**config.mk**
```make
export PLATFORM = sky130hd
export DESIGN_NAME = glyph_row_styler
export DESIGN_NICKNAME = d
export VERILOG_FILES = /design/src/hw/rtl/grs_pkg.sv /design/src/hw/rtl/grs_accent_stage.sv /design/src/hw/rtl/glyph_row_styler.sv
export SDC_FILE = /design/constraint.sdc
export NUM_CORES = 2
export LEC_CHECK = 0
export BUFFER_PORTS_ARGS = -buffer_cell sky130_fd_sc_hd__buf_2
export CAP_MARGIN = 40
export CORE_UTILIZATION = 27
export DETAILED_ROUTE_END_ITERATION = 8
export PLACE_DENSITY = 0.38
export SLEW_MARGIN = 20
export SYNTH_ARGS = -nofsm -noshare
export SYNTH_HDL_FRONTEND = slang
export SYNTH_SLANG_ARGS = --single-unit
```
**constraint.sdc**
```tcl
create_clock -name clk -period 4.7 [get_ports clk]
set_clock_uncertainty 0.1 [all_clocks]
set_input_delay 0.235 -clock clk [delete_from_list [all_inputs] [get_ports clk]]
set_output_delay 0.235 -clock clk [all_outputs]
set_load 0.05 [all_outputs]
```
**src/hw/rtl/grs_pkg.sv**
```systemverilog
`default_nettype none
// ----------------------------------------------------------------------------
// grs_pkg
// Shared types, constants and row functions of the glyph row styler: style
// codes, register indexes, accent glyph tables and the row restyle and
// accent patch functions.
// ----------------------------------------------------------------------------
package grs_pkg;

    localparam int ROWS_PER_GLYPH = 16;
    localparam int GLYPH_TOTAL    = 256;
    localparam int ACCENT_GLYPHS  = 12;

    localparam int GLYPH_W      = $clog2(GLYPH_TOTAL);
    localparam int ROW_W        = $clog2(ROWS_PER_GLYPH);
    localparam int BITS_W       = 8;
    localparam int ACCENT_IDX_W = $clog2(ACCENT_GLYPHS);
    localparam int STORE_DEPTH  = ACCENT_GLYPHS * ROWS_PER_GLYPH;
    localparam int STORE_AW     = ACCENT_IDX_W + ROW_W;

    localparam int STYLE_W = 4;
    localparam int CFG_W   = STYLE_W;

    localparam int EMIT_DEPTH = 4;

    localparam logic [ROW_W-1:0] LAST_ROW      = ROW_W'(ROWS_PER_GLYPH - 1);
    localparam logic [ROW_W-1:0] UNDERLINE_ROW = 4'd14;
    localparam logic [ROW_W-1:0] STRIKE_ROW    = 4'd8;

    // Register indexes
    localparam logic [0:0] REG_STYLE   = 1'b0;
    localparam logic [0:0] REG_TURKISH = 1'b1;

    // Style codes
    localparam logic [STYLE_W-1:0] STYLE_DEFAULT   = 4'd0;
    localparam logic [STYLE_W-1:0] STYLE_BOLD      = 4'd1;
    localparam logic [STYLE_W-1:0] STYLE_NARROW    = 4'd2;
    localparam logic [STYLE_W-1:0] STYLE_ITALIC    = 4'd3;
    localparam logic [STYLE_W-1:0] STYLE_UNDERLINE = 4'd4;
    localparam logic [STYLE_W-1:0] STYLE_STRIKE    = 4'd5;
    localparam logic [STYLE_W-1:0] STYLE_WIDE      = 4'd6;
    localparam logic [STYLE_W-1:0] STYLE_OUTLINE   = 4'd7;
    localparam logic [STYLE_W-1:0] STYLE_SHADOW    = 4'd8;
    localparam logic [STYLE_W-1:0] STYLE_RETRO     = 4'd9;

    typedef enum logic [2:0] {
        PATCH_CEDILLA = 3'd0,
        PATCH_BREVE   = 3'd1,
        PATCH_DOTLESS = 3'd2,
        PATCH_DOT     = 3'd3,
        PATCH_UMLAUT  = 3'd4
    } patch_kind_t;

    localparam logic [GLYPH_W-1:0] SRC_CODE [ACCENT_GLYPHS] = '{
        8'h63, 8'h43, 8'h67, 8'h47, 8'h69, 8'h49,
        8'h6F, 8'h4F, 8'h73, 8'h53, 8'h75, 8'h55
    };

    localparam logic [GLYPH_W-1:0] DST_CODE [ACCENT_GLYPHS] = '{
        8'hE7, 8'hC7, 8'hF0, 8'hD0, 8'hFD, 8'hDD,
        8'hF6, 8'hD6, 8'hFE, 8'hDE, 8'hFC, 8'hDC
    };

    localparam patch_kind_t PATCH_KIND [ACCENT_GLYPHS] = '{
        PATCH_CEDILLA, PATCH_CEDILLA, PATCH_BREVE, PATCH_BREVE,
        PATCH_DOTLESS, PATCH_DOT, PATCH_UMLAUT, PATCH_UMLAUT,
        PATCH_CEDILLA, PATCH_CEDILLA, PATCH_UMLAUT, PATCH_UMLAUT
    };

    typedef struct packed {
        logic [GLYPH_W-1:0] glyph_code;
        logic [ROW_W-1:0]   row_index;
        logic [BITS_W-1:0]  row_bits;
    } row_item_t;

    typedef struct packed {
        logic [GLYPH_W-1:0] out_glyph;
        logic [ROW_W-1:0]   out_row;
        logic [BITS_W-1:0]  out_bits;
        logic               run_last;
    } styled_item_t;

    typedef struct packed {
        logic [GLYPH_W-1:0] glyph;
        logic [ROW_W-1:0]   row;
        logic [BITS_W-1:0]  bits;
        logic               last;
    } emit_t;

    typedef struct packed {
        logic                    hit;
        logic [ACCENT_IDX_W-1:0] idx;
        patch_kind_t             kind;
    } accent_hit_t;

    function automatic logic [BITS_W-1:0] style_row(
        input logic [STYLE_W-1:0] sel,
        input logic [ROW_W-1:0]   r,
        input logic [BITS_W-1:0]  b,
        input logic [BITS_W-1:0]  prev,
        input logic [BITS_W-1:0]  next
    );
        logic [BITS_W-1:0] v;
        case (sel)
            STYLE_BOLD:      v = b | (b >> 1);
            STYLE_NARROW:    v = b & 8'hFE;
            STYLE_ITALIC:
            begin
                if (r < 4'd4)
                    v = b >> 1;
                else if (r >= 4'd12)
                    v = b << 1;
                else
                    v = b;
            end
            STYLE_UNDERLINE: v = (r == UNDERLINE_ROW) ? 8'hFF : b;
            STYLE_STRIKE:    v = (r == STRIKE_ROW) ? 8'hFF : b;
            STYLE_WIDE:      v = b | (b >> 1) | (b << 1);
            STYLE_OUTLINE:   v = b & ~(b << 1) & ~(b >> 1);
            STYLE_SHADOW:    v = b | ((r != '0) ? (prev >> 1) : 8'h00);
            STYLE_RETRO:     v = b | ((r != LAST_ROW) ? next : 8'h00) | (b >> 1);
            default:         v = b;
        endcase
        return v;
    endfunction

    function automatic logic [BITS_W-1:0] patch_row(
        input patch_kind_t       kind,
        input logic [ROW_W-1:0]  r,
        input logic [BITS_W-1:0] v
    );
        logic [BITS_W-1:0] p;
        p = v;
        case (kind)
            PATCH_CEDILLA:
            begin
                if (r == 4'd13)
                    p = 8'h0C;
                else if (r == 4'd14)
                    p = 8'h18;
            end
            PATCH_BREVE:
            begin
                if (r == 4'd1)
                    p = 8'h66;
                else if (r == 4'd2)
                    p = 8'h00;
            end
            PATCH_DOTLESS:
            begin
                if (r == 4'd2)
                    p = 8'h00;
            end
            PATCH_DOT:
            begin
                if (r == 4'd1)
                    p = 8'h18;
                else if (r == 4'd2)
                    p = 8'h00;
            end
            default:
            begin
                if (r == 4'd1)
                    p = 8'h24;
                else if (r == 4'd2)
                    p = 8'h00;
            end
        endcase
        return p;
    endfunction

    function automatic accent_hit_t src_lookup(input logic [GLYPH_W-1:0] g);
        accent_hit_t h;
        h = '0;
        for (int i = 0; i < ACCENT_GLYPHS; i++)
        begin
            if (g == SRC_CODE[i])
            begin
                h.hit  = 1'b1;
                h.idx  = ACCENT_IDX_W'(i);
                h.kind = PATCH_KIND[i];
            end
        end
        return h;
    endfunction

    function automatic accent_hit_t dst_lookup(input logic [GLYPH_W-1:0] g);
        accent_hit_t h;
        h = '0;
        for (int i = 0; i < ACCENT_GLYPHS; i++)
        begin
            if (g == DST_CODE[i])
            begin
                h.hit  = 1'b1;
                h.idx  = ACCENT_IDX_W'(i);
                h.kind = PATCH_KIND[i];
            end
        end
        return h;
    endfunction

endpackage
`default_nettype wire

```
**src/hw/rtl/grs_accent_stage.sv**
```systemverilog
`default_nettype none
// ----------------------------------------------------------------------------
// grs_accent_stage
// Output stage: stores styled rows of the accent source glyphs, reads them
// back for the accented target glyphs when Turkish mode is on, patches
// accent rows and holds the result for the output transfer.
// ----------------------------------------------------------------------------
module grs_accent_stage (
    input  wire logic                  clk,
    input  wire logic                  rst_n,
    input  wire logic                  turkish_enable,
    input  wire logic                  emit_valid,
    input  wire grs_pkg::emit_t        emit_rec,
    output logic                       emit_ready,
    output logic                       styled_valid,
    input  wire logic                  styled_ready,
    output grs_pkg::styled_item_t      styled_data
);
    import grs_pkg::*;

    logic [BITS_W-1:0] store_mem [STORE_DEPTH];

    logic                q_valid_reg;
    logic                q_valid_next;
    emit_t               q_rec_reg;
    logic                q_patch_reg;
    patch_kind_t         q_kind_reg;
    logic [BITS_W-1:0]   rd_data_reg;

    logic                advance;
    logic                take;
    accent_hit_t         src_hit;
    accent_hit_t         dst_hit;
    logic                store_we;
    logic                store_re;
    logic [STORE_AW-1:0] store_addr;

    always_comb
    begin
        advance    = !q_valid_reg || styled_ready;
        take       = advance && emit_valid;
        src_hit    = src_lookup(emit_rec.glyph);
        dst_hit    = dst_lookup(emit_rec.glyph);
        store_we   = take && src_hit.hit;
        store_re   = take && dst_hit.hit && turkish_enable;
        store_addr = src_hit.hit ? {src_hit.idx, emit_rec.row}
                                 : {dst_hit.idx, emit_rec.row};
        q_valid_next = advance ? emit_valid : q_valid_reg;
    end

    assign emit_ready = advance;

    always_ff @(posedge clk)
    begin
        if (store_we)
            store_mem[store_addr] <= emit_rec.bits;
        if (store_re)
            rd_data_reg <= store_mem[store_addr];
    end

    always_ff @(posedge clk)
    begin
        if (take)
        begin
            q_rec_reg   <= emit_rec;
            q_patch_reg <= store_re;
            q_kind_reg  <= dst_hit.kind;
        end
    end

    always_ff @(posedge clk or negedge rst_n)
    begin
        if (!rst_n)
            q_valid_reg <= 1'b0;
        else
            q_valid_reg <= q_valid_next;
    end

    always_comb
    begin
        styled_valid          = q_valid_reg;
        styled_data.out_glyph = q_rec_reg.glyph;
        styled_data.out_row   = q_rec_reg.row;
        styled_data.out_bits  = q_patch_reg
                              ? patch_row(q_kind_reg, q_rec_reg.row, rd_data_reg)
                              : q_rec_reg.bits;
        styled_data.run_last  = q_rec_reg.last;
    end

endmodule
`default_nettype wire

```
**src/hw/rtl/glyph_row_styler.sv**
```systemverilog
`default_nettype none
// ----------------------------------------------------------------------------
// glyph_row_styler
// Restyles 8x16 font rows one at a time and builds accented glyphs from
// stored styled rows of their Latin source glyphs.
//
//   channel   | signals                                 | moves
//   ----------+-----------------------------------------+---------------------
//   row in    | row_valid, row_ready, row_data          | one base font row
//   styled out| styled_valid, styled_ready, styled_data | one styled row
//   config    | cfg_we, cfg_index, cfg_data             | one register write
//
// One row transfer per cycle while the result queue has room for two
// entries, as a row 15 transfer can push two results; results leave at
// one per cycle while styled_ready is high. Rows other than row 15 wait
// in the held row; all pass the queue and the output register. A stalled
// output fills the queue and then drops row_ready. Reset clears the held
// row, the queue and the output stage; the accent store is not cleared.
// ----------------------------------------------------------------------------
module glyph_row_styler #(
    parameter int EMIT_DEPTH = grs_pkg::EMIT_DEPTH
) (
    input  wire logic                          clk,
    input  wire logic                          rst_n,
    input  wire logic                          cfg_we,
    input  wire logic [0:0]                    cfg_index,
    input  wire logic [grs_pkg::CFG_W-1:0]     cfg_data,
    input  wire logic                          row_valid,
    output logic                               row_ready,
    input  wire grs_pkg::row_item_t            row_data,
    output logic                               styled_valid,
    input  wire logic                          styled_ready,
    output grs_pkg::styled_item_t              styled_data
);
    import grs_pkg::*;

    localparam int AW = $clog2(EMIT_DEPTH);
    localparam int CW = $clog2(EMIT_DEPTH + 1);

    logic [STYLE_W-1:0] style_reg;
    logic               turkish_reg;

    logic [BITS_W-1:0]  held_base_reg;
    logic [BITS_W-1:0]  before_held_base_reg;
    logic [GLYPH_W-1:0] held_glyph_reg;
    logic [ROW_W-1:0]   held_row_reg;
    logic               held_valid_reg;

    emit_t              emit_q_reg [EMIT_DEPTH];
    logic [AW-1:0]      wr_ptr_reg;
    logic [AW-1:0]      wr_ptr_next;
    logic [AW-1:0]      rd_ptr_reg;
    logic [AW-1:0]      rd_ptr_next;
    logic [CW-1:0]      count_reg;
    logic [CW-1:0]      count_next;

    logic               accept;
    logic               is_last_row;
    logic [BITS_W-1:0]  prev_base;
    emit_t              held_rec;
    emit_t              tail_rec;
    emit_t              first_rec;
    logic [1:0]         push_cnt;
    logic               emit_valid;
    logic               emit_ready;
    logic               pop;

    always_comb
    begin
        accept      = row_valid && row_ready;
        is_last_row = row_data.row_index == LAST_ROW;
        prev_base   = held_valid_reg ? held_base_reg : '0;

        held_rec.glyph = held_glyph_reg;
        held_rec.row   = held_row_reg;
        held_rec.bits  = style_row(style_reg, held_row_reg, held_base_reg,
                                   before_held_base_reg, row_data.row_bits);
        held_rec.last  = !is_last_row;

        tail_rec.glyph = row_data.glyph_code;
        tail_rec.row   = row_data.row_index;
        tail_rec.bits  = style_row(style_reg, row_data.row_index, row_data.row_bits,
                                   prev_base, 8'h00);
        tail_rec.last  = 1'b1;

        first_rec = held_valid_reg ? held_rec : tail_rec;
        push_cnt  = accept ? ({1'b0, held_valid_reg} + {1'b0, is_last_row}) : 2'd0;

        emit_valid = count_reg != '0;
        pop        = emit_valid && emit_ready;

        wr_ptr_next = wr_ptr_reg + AW'(push_cnt);
        rd_ptr_next = rd_ptr_reg + AW'(pop);
        count_next  = count_reg + CW'(push_cnt) - CW'(pop);
    end

    assign row_ready = count_reg <= CW'(EMIT_DEPTH - 2);

    always_ff @(posedge clk or negedge rst_n)
    begin
        if (!rst_n)
        begin
            style_reg   <= STYLE_DEFAULT;
            turkish_reg <= 1'b0;
        end
        else if (cfg_we)
        begin
            case (cfg_index)
                REG_STYLE:   style_reg   <= cfg_data;
                REG_TURKISH: turkish_reg <= cfg_data[0];
                default:     style_reg   <= style_reg;
            endcase
        end
    end

    always_ff @(posedge clk or negedge rst_n)
    begin
        if (!rst_n)
        begin
            held_valid_reg       <= 1'b0;
            held_base_reg        <= '0;
            before_held_base_reg <= '0;
            held_glyph_reg       <= '0;
            held_row_reg         <= '0;
        end
        else if (accept)
        begin
            if (is_last_row)
                held_valid_reg <= 1'b0;
            else
            begin
                held_valid_reg       <= 1'b1;
                held_base_reg        <= row_data.row_bits;
                before_held_base_reg <= prev_base;
                held_glyph_reg       <= row_data.glyph_code;
                held_row_reg         <= row_data.row_index;
            end
        end
    end

    always_ff @(posedge clk)
    begin
        if (push_cnt != 2'd0)
            emit_q_reg[wr_ptr_reg] <= first_rec;
        if (push_cnt == 2'd2)
            emit_q_reg[wr_ptr_reg + AW'(1)] <= tail_rec;
    end

    always_ff @(posedge clk or negedge rst_n)
    begin
        if (!rst_n)
        begin
            wr_ptr_reg <= '0;
            rd_ptr_reg <= '0;
            count_reg  <= '0;
        end
        else
        begin
            wr_ptr_reg <= wr_ptr_next;
            rd_ptr_reg <= rd_ptr_next;
            count_reg  <= count_next;
        end
    end

    grs_accent_stage u_accent (
        .clk            (clk),
        .rst_n          (rst_n),
        .turkish_enable (turkish_reg),
        .emit_valid     (emit_valid),
        .emit_rec       (emit_q_reg[rd_ptr_reg]),
        .emit_ready     (emit_ready),
        .styled_valid   (styled_valid),
        .styled_ready   (styled_ready),
        .styled_data    (styled_data)
    );

endmodule
`default_nettype wire

```
### Word-level counts from Yosys, hierarchy flattened

Memory sizes are Yosys's and may differ from the RTL's. A register that Yosys moved wholly into a read port is not among the register bits.
Index checks and enable logic that the tools add are counted.

* bits in registers: 67
* memory bits (writable): 1620
* input port bits: 30
* output and inout port bits: 23
* logic and storage cells: 171
* memories: 2

Memory list
* u_accent.store_mem: depth 192, bits a word 8, rd ports 1, clocked after memory_dff 1, wr ports 1, RTL line grs_accent_stage.sv:21 `logic [BITS_W-1:0] store_mem [STORE_DEPTH];`
* emit_q_reg: depth 4, bits a word 21, rd ports 1, clocked after memory_dff 0, wr ports 2, RTL line glyph_row_styler.sv:49 `emit_t emit_q_reg [EMIT_DEPTH];`

* $add $sub $neg: 6
* $lt $le $gt $ge: 5
* eq/ne operators: 47
* multiplexer cells: 56
* bitwise operators: 18
* reductions and logical operators: 19

Operators with widths (number)
* 2-to-1 mux 8 bit: 42
* == test 8 x 7 -> 1 bit (second input constant): 12
* == test 8 bit (second input constant): 12
* case mux 8 bit (9 select lines): 1
* case mux 8 bit (8 select lines): 1
* bitwise OR 8 x 7 -> 8 bit: 5
* == test 4 bit (second input constant): 9
* bitwise AND 8 bit: 4
* case mux 8 bit (4 select lines): 1
* bitwise OR 8 bit: 3
* 2-to-1 mux 21 bit: 1
* == test 4 x 3 -> 1 bit (second input constant): 4
* NOT 7 -> 8 bit: 2
* NOT 8 bit: 2
* 2-to-1 mux 7 bit: 2
* == test 4 x 2 -> 1 bit (second input constant): 3
* == test 4 x 1 -> 1 bit (second input constant): 2
* >= comparator 4 bit (second input constant): 2
* < comparator 4 x 3 -> 1 bit (second input constant): 2
* nonzero test 4 bit: 2
* 2-to-1 mux 1 bit: 7
* == test 3 x 2 -> 1 bit (second input constant): 2
* AND reduction 2 bit: 3
* OR reduction 6 bit: 1
* other kinds (19): 26

### Longest topological paths before layout

An unclocked memory read counts as a cell.

* depth after elaboration: 17
* mapped depth: 16
* depth with buffers taken out: 11

### Hierarchy

Synthesis repeated with hierarchy kept, for this count alone.

* cells, all modules: 3531
* area, all modules: 68365.6 um^2

Modules (own cells, without submodules)
* grs_accent_stage: instances 1, cells each 2813, area each 60838.3 um^2, seq. area each 47140.2 um^2
* glyph_row_styler: instances 1, cells each 718, area each 7527.2 um^2, seq. area each 3483.3 um^2

### Worst setup path after synthesis

OpenSTA, ideal clock, no wires.

* path kind: flip-flop to flip-flop
* from: register u_accent.q_valid_reg, in the netlist u_accent.styled_valid
* to: memory u_accent.store_mem[13][0] (enable)
* setup time: 370 ps
* arrival time: 3441 ps
* data required time: 4230 ps
* path slack: 789 ps
* cell stages (with the launch flop): 7
* path buffers: 1
* period minus slack after synthesis: 3911 ps
* cell sequence: dfrtp_1 a21oi_1 nand2_1 nor3_1 nand2_1 clkbuf_1 nor2_1

* longest elaborated chain between the ends: 6

RTL lines
* start: declaration: RTL line grs_accent_stage.sv:23 `logic q_valid_reg;`
* start signal: assignment: RTL line grs_accent_stage.sv:76 `q_valid_reg <= q_valid_next;`
* zero test 1 bit: RTL line grs_accent_stage.sv:40 `advance = !q_valid_reg || styled_ready;`
* logical OR 1 bit: RTL line grs_accent_stage.sv:40
* logical AND 1 bit
* named net pop: RTL line glyph_row_styler.sv:66 `logic pop;`
* logical AND 1 bit: RTL line grs_accent_stage.sv:44 `store_we = take && src_hit.hit;`
* 2-to-1 mux 1 bit: RTL line grs_accent_stage.sv:55 `if (store_we)`
* 2-to-1 mux 1 bit (not written as such): RTL line grs_accent_stage.sv:56 `store_mem[store_addr] <= emit_rec.bits;`
* end: declaration: RTL line grs_accent_stage.sv:21

The timed path passes the listed nets, and every way through them passes these cells.

### Final worst setup path

* from: register rd_ptr_reg[1]
* to: register u_accent.rd_data_reg[7] (read register of u_accent.store_mem), data pin

* longest elaborated chain between the ends: 16
* elaborated cells between the ends (all ways): 52
* those cells by class: eq/ne (24); mux (25); reduce/logical (2); memory (1)

RTL lines
* start: declaration: RTL line glyph_row_styler.sv:52 `logic [AW-1:0] rd_ptr_reg;`
* start signal: assignment: RTL line glyph_row_styler.sv:160 `rd_ptr_reg <= rd_ptr_next;`
* memory (4 x 21 bit) (*)
* == test 8 bit: RTL line grs_pkg.sv:192 `if (g == DST_CODE[i])`
* 2-to-1 mux 8 bit (12 in series): RTL line grs_pkg.sv:192
* logical AND 1 bit (2 in series): RTL line grs_accent_stage.sv:45 `store_re = take && dst_hit.hit && turkish_enable;`
* end: declaration: RTL line grs_accent_stage.sv:28 `logic [BITS_W-1:0] rd_data_reg;`

Mark *: on every way between the ends. The rest lies on a longest branch, timed or not.
A chain may end at the register's enable or synchronous reset.

==> run summary <==
status: complete, no violations
DRT iter0 DRCs: 2942
Synth area leader: edfxtp_1
main area contributors after synthesis: edfxtp_1 72%, mux4_2 14%, mux2i_1 1.5%, dfrtp_1 1.5%, nor2_1 1.3%
Site Rows: 184
# setup viols final: 0
max-slew violations: 0
Detailed Place HPWL: 136000 µm
Crit Path Class: flop to flop
Crit path arrival time: 4.98 ns
fraction of registers with async set/reset: 2.42%
post-synthesis cell count: 3559
min Tclk post-route: 4.49 ns
HP Class: primary input to flop
slew at the pin with the worst max-slew slack: 1.02 ns
Bufs on Longest Clock Path: 3
Slew HR: 32.0%
post_cts resized: 0
Final #Nets: 4076
GR Overflow Total: 0
crit path max fanout: 24
Die Wd: 505 µm
initial antenna violation count: 6
Die Ht: 505 µm
Vias: 36300
share of post-route cells with drive strength above 1: 29.2%
share of the synthesized area in the top cell type: 72.4%
Post-synth EDFFs: 1649
H-tree lvl count: 4
Tcrit/Tclk final: 95.6%
drt pass-1 iters: 5
slowest library cell on the worst path: dfrtp_1
PD cells: 677 nW/µm²
largest net degree at the start of global routing: 149
Core Footprint: 252000 µm²
port bufs: 52
filler cell count: 24100
final hold vios: 0
#FFs+latches synth: 1694
Worst-Skew Late Latency: 0.82 ns
Routed Antenna Nets: 0
Root Buffer: clkbuf_16
Netlist cell types: 84
Post-CTS Setup Inserts: 0
io pins: 53
Yosys warnings: 0
syn_area_per_cell: 19.2 µm²
crit path cell chain: mux2i_1 -> mux2_2 -> inv_8 -> buf_12 -> buf_4 -> buf_4 -> mux4_2 -> a22oi_1 -> a21oi_1 -> a21oi_1 -> nand2_1 -> a22o_1
first-pass GRT wire length: 297000 µm
Initial Utilization: 27.2%
CP endpoint kind: flop
CP max stage delay: 0.57 ns
synthesized area: 68400 µm²
FMAX: 223 MHz
drt drc: 0
Max-Cap Viols: 0
DR WL/cell: 27.9 µm
RSZ-0062 raised after global routing: false
maximum VDD drop: 0.000484 V
CP required: 5.19 ns
Area Overhead vs Synth: 20.2%
most used flip-flop cell after synthesis: edfxtp_1
TNS Setup: 0 ns
GRT Overall Usage: 16.3%
TritonCTS Sinks: 1694
max FFs per register: 1536
Num CTS Buffers: 194
Die Footprint: 255000 µm²
number of global-route vias before repair: 37700
Seq/Total Area, Yosys: 74.0%
clock-pin slew on the worst setup and hold paths: 0.06 ns
worst flop-to-flop path startpoint: rd_ptr_reg[1]
Synth Net Count: 3596
TritonCTS clock tree: done
vias per inst: 4.81
critical path startpoint: rd_ptr_reg[1]
leak pwr: 26.5 nW
RePlAce Congestion: 0.801
Startpoint Class: flop
Total Wirelength: 211000 µm
hold wc startpoint: cfg_data[0]
Finished Core Util: 32.7%
power breakdown:
part / switching, mW / internal [mW]
logic: 13.2 / 7.57
clock network: 6.23 / 8.39
registers: 0.481 / 19.9
total: 19.9 / 35.9
cell usage in the layout (no fill, tap or decap), types with 13 or more instances in the layout:
master and n:
clkinvlp_4 13, buf_12 41, a211oi_1 15, mux2i_1 104, mux4_2 403, a21oi_1 95
clkbuf_1 43, a22oi_1 96, mux2_2 26, edfxtp_1 1649, clkinv_2 28, o21ai_0 73
dfrtp_1 41, o22ai_1 42, a22o_1 48, nor3_1 34, nor2b_1 18, buf_2 52
nand3_1 27, nand2_1 154, inv_1 20, clkinv_1 49, nor2_1 241, buf_4 393
dlygate4sd3_1 42, clkbuf_16 198
cell families after synthesis:
logic type      synth area share, %
compound gates                 4.86
flops                          74.0
buf+inv                        1.83
fa+ha+maj                     0.139
mux                            15.5
simple gates                   3.55
xor+xnor                      0.128
worst max-delay path: cells and delay by family, from the launching register on:
family / cells / cell delay [ns]
compound gates: 4 / 1.42
mux: 3 / 1.02
buf+inv: 4 / 0.90
flops: 1 / 0.57
simple gates: 1 / 0.17
metal layers:
layer | GRT usage, % | share of wire (%) | routed length [µm]
met2 | 27.3 | 49 | 103000
met5 | 0 | 0 | 0
met4 | 3.52 | 1.8 | 3740
met1 | 22.4 | 45 | 95200
met3 | 2.41 | 4.0 | 8350
Yosys cell counts (7+ instances only):
cell type	count
nand2b_1	10
o22ai_1	42
dfrtp_1	41
buf_4	28
inv_1	20
mux4_2	411
a22oi_1	96
a211oi_1	15
a21oi_1	96
nand3_1	27
nor2b_1	18
a221o_1	9
o2bb2ai_1	8
nor3_1	34
nand4_1	7
xor2_1	7
a32oi_1	7
buf_1	33
edfxtp_1	1649
buf_2	75
nand2_1	154
and3_1	8
a31oi_1	9
o211ai_1	7
o21ai_0	73
mux2_2	28
or2_2	7
a22o_1	48
mux2i_1	104
or3_1	8
clkbuf_1	111
nor2_1	245
path summary, 6_finish.rpt:
path,to,slack [ns],depth (start not counted)
setup / recovery,u_accent.rd_data_reg[7],0.21,12
hold / removal,turkish_reg,0.12,3
setup reg to reg,u_accent.rd_data_reg[7],0.21,12
hold reg to reg,emit_q_reg[1][0],0.37,1
max in group asynchronous,held_glyph_reg[3],3.91,4
min in group asynchronous,held_base_reg[7],0.38,4
per-stage QoR:
stage	cell area, µm²	std cells	power, mW	hold slack [ns]	setup WS (ns)
floorplan	68400	3559	32.5	-0.161	0.789
global placement	75600	7140	41.9	0.341	0.173
detailed placement	75700	7147	42.0	0.199	0.119
CTS	82300	7542	56.8	0.0463	0.104
global route	82300	7544	58.1	0.0960	0.0449
finish	82300	7546	55.7	0.117	0.209
what timing repair did:
| item | CTS | global route |
|---|---|---|
| endpoints found under the hold margin | 115 | 0 |
| hold buffers | 43 | 0 |
| endpoints found under the setup margin | 0 | 0 |
area by class of cell:
cell class	instances	area, µm²	share of cell area, %
sequential	1694	50600	61.5
multi-input combinational	1589	16600	20.2
clock buffer	242	5130	6.24
timing repair buffer	534	4570	5.56
tap	3348	4190	5.09
clock inverter	110	997	1.21
inverter	26	113	0.137
antenna	3	7.51	0.00912
No activity file was read; power rests on OpenSTA's default activity.
